<file path="config.mk">
export PLATFORM = sky130hd
export DESIGN_NAME = header_sync_frame_capture_core
export DESIGN_NICKNAME = d
export VERILOG_FILES = /design/src/sv/hsfc_pkg.sv /design/src/sv/hsfc_match.sv /design/src/sv/hsfc_capture.sv /design/src/sv/header_sync_frame_capture_core.sv
export SDC_FILE = /design/constraint.sdc
export NUM_CORES = 1
export LEC_CHECK = 0
export BUFFER_PORTS_ARGS = -buffer_cell sky130_fd_sc_hd__buf_2
export CORE_MARGIN = 2
export CORE_UTILIZATION = 30
export CTS_BUF_LIST = sky130_fd_sc_hd__clkbuf_8
export CTS_CLUSTER_DIAMETER = 60
export DETAILED_ROUTE_END_ITERATION = 8
export SYNTH_ARGS = -nofsm -noshare
export SYNTH_HDL_FRONTEND = slang
export SYNTH_SLANG_ARGS = --single-unit
</file>
<file path="constraint.sdc">
create_clock -name clk -period 7.5 [get_ports clk]
set_input_delay 1.5 -clock clk [delete_from_list [all_inputs] [get_ports clk]]
set_output_delay 1.5 -clock clk [all_outputs]
set_load 0.02 [all_outputs]
</file>
<file path="src/sv/hsfc_pkg.sv">
package hsfc_pkg;

    // Result frame width and default header ("@STCRTC#", first byte in bits 7..0)
    localparam int OUT_FIELDS = 11;
    localparam logic [63:0] HEADER_RESET = 64'd2540967327060742976;

    typedef logic [7:0] byte_t;
    typedef logic [OUT_FIELDS-1:0][7:0] frame_t;

endpackage

</file>
<file path="src/sv/hsfc_match.sv">
module hsfc_match
    import hsfc_pkg::*;
#(
    parameter int HEADER_LEN = 8
)
(
    input  logic                 clk,
    input  logic                 rst_n,
    input  logic                 advance,
    input  logic                 frame_done,
    input  byte_t                rx_data,
    input  logic [63:0]          pattern,
    output logic                 header_done,
    output logic [(HEADER_LEN > 1 ? $clog2(HEADER_LEN) : 1)-1:0] match_idx
);

    localparam int MW = (HEADER_LEN > 1) ? $clog2(HEADER_LEN) : 1;

    logic [MW-1:0] idx_reg;
    logic [MW-1:0] idx_next;
    logic [MW-1:0] idx_eff;
    logic [MW:0]   idx_inc;
    byte_t         exp_byte;
    logic          hit;

    // Completed frame drops the index before this byte is compared
    assign idx_eff  = frame_done ? '0 : idx_reg;
    assign exp_byte = pattern[idx_eff*8 +: 8];
    assign hit      = (rx_data == exp_byte);
    assign idx_inc  = {1'b0, idx_eff} + {{MW{1'b0}}, 1'b1};

    // Advance on a match, restart naively on a miss
    always_comb
    begin
        header_done = 1'b0;
        idx_next    = idx_reg;
        if (advance)
        begin
            if (hit)
            begin
                if (idx_inc == (MW+1)'(HEADER_LEN))
                begin
                    header_done = 1'b1;
                    idx_next    = '0;
                end
                else
                begin
                    idx_next = idx_inc[MW-1:0];
                end
            end
            else if (rx_data == pattern[7:0])
            begin
                idx_next = MW'(1);
            end
            else
            begin
                idx_next = '0;
            end
        end
    end

    always_ff @(posedge clk or negedge rst_n)
    begin
        if (!rst_n)
        begin
            idx_reg <= '0;
        end
        else
        begin
            idx_reg <= idx_next;
        end
    end

    assign match_idx = idx_reg;

endmodule

</file>
<file path="src/sv/hsfc_capture.sv">
module hsfc_capture
    import hsfc_pkg::*;
#(
    parameter int PAYLOAD_LEN = 11
)
(
    input  logic                 clk,
    input  logic                 rst_n,
    input  logic                 advance,
    input  logic                 header_done,
    input  byte_t                rx_data,
    output logic                 frame_done,
    output frame_t               frame,
    output logic [$clog2(PAYLOAD_LEN+1)-1:0] count
);

    localparam int CW = $clog2(PAYLOAD_LEN + 1);

    logic [CW-1:0] count_reg;
    logic [CW-1:0] count_next;
    byte_t         store_reg [PAYLOAD_LEN];

    // Last payload byte arrives while the count sits at PAYLOAD_LEN
    assign frame_done = (count_reg == CW'(PAYLOAD_LEN));

    // Step the count; a header match restarts the capture
    always_comb
    begin
        count_next = count_reg;
        if (advance)
        begin
            if (header_done)
            begin
                count_next = CW'(1);
            end
            else if (frame_done)
            begin
                count_next = '0;
            end
            else if (count_reg != '0)
            begin
                count_next = count_reg + CW'(1);
            end
        end
    end

    always_ff @(posedge clk or negedge rst_n)
    begin
        if (!rst_n)
        begin
            count_reg <= '0;
        end
        else
        begin
            count_reg <= count_next;
        end
    end

    // Store each payload byte in its slot
    always_ff @(posedge clk)
    begin
        for (int j = 0; j < PAYLOAD_LEN; j++)
        begin
            if (advance && count_reg == CW'(j + 1))
            begin
                store_reg[j] <= rx_data;
            end
        end
    end

    // Assemble the frame: stored bytes, the current byte last, zeros past the payload
    for (genvar g = 0; g < OUT_FIELDS; g++)
    begin : g_frame
        if (g == PAYLOAD_LEN - 1)
        begin : g_last
            assign frame[g] = rx_data;
        end
        else if (g < PAYLOAD_LEN)
        begin : g_stored
            assign frame[g] = store_reg[g];
        end
        else
        begin : g_zero
            assign frame[g] = '0;
        end
    end

    assign count = count_reg;

endmodule

</file>
<file path="src/sv/header_sync_frame_capture_core.sv">
// Timing: an accepted byte is registered in the input register and processed from
// there; a completed frame is loaded into the output register as its last byte advances.
// Throughput: one byte per cycle; the input register stalls only when a frame
// completes while the output register still holds an untaken frame.
// Reset: match index, capture count and valid flags clear; header_reg returns
// to "@STCRTC#". The payload store is not reset.
module header_sync_frame_capture_core
    import hsfc_pkg::*;
#(
    parameter int HEADER_LEN  = 8,
    parameter int PAYLOAD_LEN = 11
)
(
    input  logic        clk,
    input  logic        rst_n,
    input  logic        in_valid,
    output logic        in_ready,
    input  logic [7:0]  rx_byte,
    output logic        out_valid,
    input  logic        out_ready,
    output logic [7:0]  century_byte,
    output logic [7:0]  year_byte,
    output logic [7:0]  month_byte,
    output logic [7:0]  day_byte,
    output logic [7:0]  spare_byte,
    output logic [7:0]  hour_byte,
    output logic [7:0]  minute_byte,
    output logic [7:0]  second_byte,
    output logic [7:0]  tick_byte,
    output logic [7:0]  milli_high,
    output logic [7:0]  milli_low,
    input  logic        cfg_valid,
    output logic        cfg_ready,
    input  logic [63:0] header_pattern
);

    localparam int MW = (HEADER_LEN > 1) ? $clog2(HEADER_LEN) : 1;
    localparam int CW = $clog2(PAYLOAD_LEN + 1);

    logic          in_vld_reg;
    logic          in_vld_next;
    byte_t         byte_reg;
    logic [63:0]   header_reg;
    logic          out_vld_reg;
    logic          out_vld_next;
    frame_t        frame_reg;
    frame_t        frame;
    logic          advance;
    logic          out_free;
    logic          frame_done;
    logic          header_done;
    logic [MW-1:0] match_idx;
    logic [CW-1:0] count;

    // Handshake control
    assign out_free = !out_vld_reg || out_ready;
    assign advance  = in_vld_reg && (!frame_done || out_free);
    assign in_ready = !in_vld_reg || advance;
    assign cfg_ready = 1'b1;

    assign in_vld_next  = (in_valid && in_ready) ? 1'b1 : (advance ? 1'b0 : in_vld_reg);
    assign out_vld_next = (advance && frame_done) ? 1'b1 : (out_ready ? 1'b0 : out_vld_reg);

    // Hold control flags and the header register
    always_ff @(posedge clk or negedge rst_n)
    begin
        if (!rst_n)
        begin
            in_vld_reg  <= 1'b0;
            out_vld_reg <= 1'b0;
            header_reg  <= HEADER_RESET;
        end
        else
        begin
            in_vld_reg  <= in_vld_next;
            out_vld_reg <= out_vld_next;
            if (cfg_valid && cfg_ready)
            begin
                header_reg <= header_pattern;
            end
        end
    end

    // Load the input byte and the finished frame
    always_ff @(posedge clk)
    begin
        if (in_valid && in_ready)
        begin
            byte_reg <= rx_byte;
        end
        if (advance && frame_done)
        begin
            frame_reg <= frame;
        end
    end

    hsfc_match #(
        .HEADER_LEN (HEADER_LEN)
    ) u_match (
        .clk         (clk),
        .rst_n       (rst_n),
        .advance     (advance),
        .frame_done  (frame_done),
        .rx_data     (byte_reg),
        .pattern     (header_reg),
        .header_done (header_done),
        .match_idx   (match_idx)
    );

    hsfc_capture #(
        .PAYLOAD_LEN (PAYLOAD_LEN)
    ) u_capture (
        .clk         (clk),
        .rst_n       (rst_n),
        .advance     (advance),
        .header_done (header_done),
        .rx_data     (byte_reg),
        .frame_done  (frame_done),
        .frame       (frame),
        .count       (count)
    );

    // Drive result fields
    assign out_valid    = out_vld_reg;
    assign century_byte = frame_reg[0];
    assign year_byte    = frame_reg[1];
    assign month_byte   = frame_reg[2];
    assign day_byte     = frame_reg[3];
    assign spare_byte   = frame_reg[4];
    assign hour_byte    = frame_reg[5];
    assign minute_byte  = frame_reg[6];
    assign second_byte  = frame_reg[7];
    assign tick_byte    = frame_reg[8];
    assign milli_high   = frame_reg[9];
    assign milli_low    = frame_reg[10];

    // Checks
    a_count_range: assert property (@(posedge clk) disable iff (!rst_n)
        count <= CW'(PAYLOAD_LEN))
        else $error("capture count out of range");

    a_match_range: assert property (@(posedge clk) disable iff (!rst_n)
        {1'b0, match_idx} < (MW+1)'(HEADER_LEN))
        else $error("match index out of range");

    a_frame_shows: assert property (@(posedge clk) disable iff (!rst_n)
        advance && frame_done |=> out_valid)
        else $error("completed frame not presented");

    a_no_overwrite: assert property (@(posedge clk) disable iff (!rst_n)
        out_vld_reg && !out_ready && frame_done |-> !advance)
        else $error("pending frame overwritten");

endmodule
</file>
==> results.sh <==
export IMPL_outcome="finished, final reports clean"
export IMPL_rsz0062_at_grt="no"
export IMPL_fmax_mhz=251
export IMPL_holdCritPathClass="flop to flop"
export IMPL_p_sw_share_pct=22.1
export IMPL_nets=787
export IMPL_clk_transition_reported_paths_ns=0.06
export IMPL_hold_slack_ns=0.398
export IMPL_wl_um=19800
export IMPL_worst_pin_slew_ns=1.03
export IMPL_met3_length_um=1960
export IMPL_synth_flop_cell="edfxtp_1"
export IMPL_io_pins=168
export IMPL_largest_reg_flops=80
export IMPL_maxCapViolCount=0
export IMPL_syn_inst=509
export IMPL_met1_length_um=8770
export IMPL_htreeDepth=2
export IMPL_slew_viol_final=0
export IMPL_synth_nets=591
export IMPL_areaGrowthSynthToFinish_pct=23.0
export IMPL_yosysWarnings=0
export IMPL_drc=0
export IMPL_setup_viol=0
export IMPL_detailroute_wirelength_met2_um=8730
export IMPL_worst_slew_margin_rel_pct=31.2
export IMPL_startpoint_type="flop"
export IMPL_clkSinkCount=249
export IMPL_tns_ns=0
export IMPL_post_route_period_util_pct=53.1
export IMPL_hold_buffers=0
export IMPL_rows=64
export IMPL_ant_nets=0
export IMPL_ys_ff_latch=249
export IMPL_vias_per_cell=4.44
export IMPL_chipHeight_um=179
export IMPL_critPathKind="flop to output pin"
export IMPL_crit_fanout=18
export IMPL_cts_resized=0
export IMPL_clock_latency_ns=0.55
export IMPL_wl_per_cell_um=17.4
export IMPL_p_seq_share_pct=54.8
export IMPL_period_needed_ns=3.98
export IMPL_hpwl_um=13100
export IMPL_dieArea_um2=32100
export IMPL_top_layer="met4"
export IMPL_track_usage_pct=12.4
export IMPL_antenna_found_initial=6
export IMPL_fp_dieW_um=179
export IMPL_dr_pass1_iters=4
export IMPL_io_buffers=166
export IMPL_cts_buffer_depth=3
export IMPL_p_comb_share_pct=4.9
export IMPL_p_sw_uw=629
export IMPL_ys_seq_area_share_pct=77.6
export IMPL_clock_skew_ns=0.0267
export IMPL_setup_ws_ns=3.52
export IMPL_ys_types=56
export IMPL_routabilityCongestion=0.744
export IMPL_async_flop_share_pct=29.3
export IMPL_clkPwrFrac_pct=40.4
export IMPL_grt_max_degree=74
export IMPL_first_global_vias=5016
export IMPL_synth_area_um2=9200
export IMPL_power_density_nw_per_um2=251
export IMPL_stdcell_count=1140
export IMPL_synth_edf_count=176
export IMPL_hold_viol_final=0
export IMPL_numCtsBuffers=42
export IMPL_crit_arrival_ns=2.48
export IMPL_gr_total_overflow=0
export IMPL_p_int_mw=2.21
export IMPL_cts_root_buffer="clkbuf_8"
export IMPL_p_leak_nw=4.31
export IMPL_vias=5062
export IMPL_initial_core_util_pct=30.3
export IMPL_final_layout_size_suffix_gt1_share_pct=43.9
export IMPL_end_kind="output pin"
export IMPL_drtIter0Drc=294
export IMPL_cts_tree="yes"
export IMPL_ir_drop_mv=0.166
export IMPL_postSynthAreaPerCell_um2=18.1
export IMPL_grt_pass1_wl_um=29500
export IMPL_crit_required_ns=6.00
export IMPL_post_cts_setup_buffers=0
export IMPL_place_inst=1057
export IMPL_place_ws_ns=3.53
export IMPL_core_area_um2=30300
[metal layers]
layer	track usage [%]	vias up
met5	0	-
met4	4.00	0
met3	4.30	33
met2	18.8	220
met1	16.6	2461
li1	-	2348
[path summary, 6_finish.rpt]
check / from / to / slack (ns) / cells after the start
min in group asynchronous: rst_n / header_reg[55] / 1.10 / 1
hold / removal: u_capture.store_reg[1][7] / year_byte[7] / 0.40 / 0
setup reg to reg: u_capture.count[0] / spare_byte[2] / 3.86 / 5
max in group asynchronous: rst_n / header_reg[41] / 5.77 / 1
hold reg to reg: u_capture.store_reg[1][7] / year_byte[7] / 0.40 / 0
setup / recovery: u_capture.count[0] / in_ready / 3.52 / 5
[cell usage after synthesis (2+ instances only)]
cell | n | share of area [%]
a211oi_1 | 6 | 0.49
a21oi_1 | 10 | 0.54
a22o_1 | 2 | 0.19
a32o_1 | 2 | 0.22
and2_1 | 8 | 0.54
and3_1 | 7 | 0.48
and4b_1 | 2 | 0.22
buf_1 | 2 | 0.082
buf_2 | 3 | 0.16
buf_4 | 4 | 0.33
clkbuf_1 | 13 | 0.53
dfrtp_1 | 50 | 14
dfstp_2 | 23 | 6.6
edfxtp_1 | 176 | 57
ha_1 | 5 | 0.68
inv_1 | 6 | 0.24
mux2_2 | 65 | 8.0
mux2i_1 | 6 | 0.65
mux4_2 | 5 | 1.2
nand2_1 | 19 | 0.78
nand2b_1 | 7 | 0.48
nand3_1 | 4 | 0.22
nand4_1 | 2 | 0.14
nand4b_1 | 3 | 0.29
nor2_1 | 14 | 0.57
nor2b_1 | 4 | 0.27
nor3_1 | 3 | 0.16
nor4_1 | 4 | 0.27
nor4bb_1 | 2 | 0.22
o21ai_0 | 14 | 0.76
or3_1 | 4 | 0.27
xnor2_1 | 3 | 0.29
xor2_1 | 8 | 0.76
[area by class of cell]
type,instances,area [um2]
Timing Repair Buffer,174,893
Clock buffer,44,606
Antenna cell,6,15.0
Clock inverter,33,204
Fill cell,2831,19000
Tap cell,396,495
Multi-Input combinational cell,232,1940
Sequential cell,249,7140
Inverter,6,22.5
[through the flow]
| stage | power, mW | util [%] | area (um2) |
|---|---|---|---|
| detailed placement | 1.73 | 34.6 | 10500 |
| finish | 2.84 | 37.3 | 11300 |
| floorplan | 1.66 | - | 9200 |
| CTS | 2.90 | 37.2 | 11300 |
| global route | 2.98 | 37.2 | 11300 |
| global placement | 1.72 | 34.6 | 10500 |
[kinds of logic (layout without fill, tap and decap cells)]
logic type      after synthesis  count (layout)  synth area share (%)
mux                          77              77                  10.1
buf+inv                      28             257                  1.35
simple gates                 89              89                  5.56
compound gates               49              49                  3.55
xor+xnor                     11              11                  1.05
flops                       249             249                  77.6
fa+ha+maj                     5               5                 0.680
other cells                   1               7                0.0408
[placed cells by master (no fill, tap or decap), drive strengths merged, types with 10 or more instances in the layout]
cell and instances:
a21oi 10, buf 174, clkbuf 44, clkinv 13, dfrtp 50, dfstp 23, edfxtp 176, inv 23
mux2 65, nand2 19, nor2 14, o21ai 14
[critical path, cell delays in order, from the launching register on]
cell,delay [ns]
dfrtp_1,0.44
ha_1,0.30
nand3b_1,0.55
nor2_1,0.31
nand2_1,0.15
buf_2,0.19
[power by group through the flow]
stage	sequential [mW]	clock (mW)	combinational [mW]
after floorplan	1.57	0	0.0862
after global placement	1.58	0	0.139
after detailed placement	1.58	0	0.141
after CTS	1.56	1.20	0.142
after global routing	1.56	1.26	0.153
final	1.56	1.15	0.139
No activity file was read; power rests on OpenSTA's default activity.
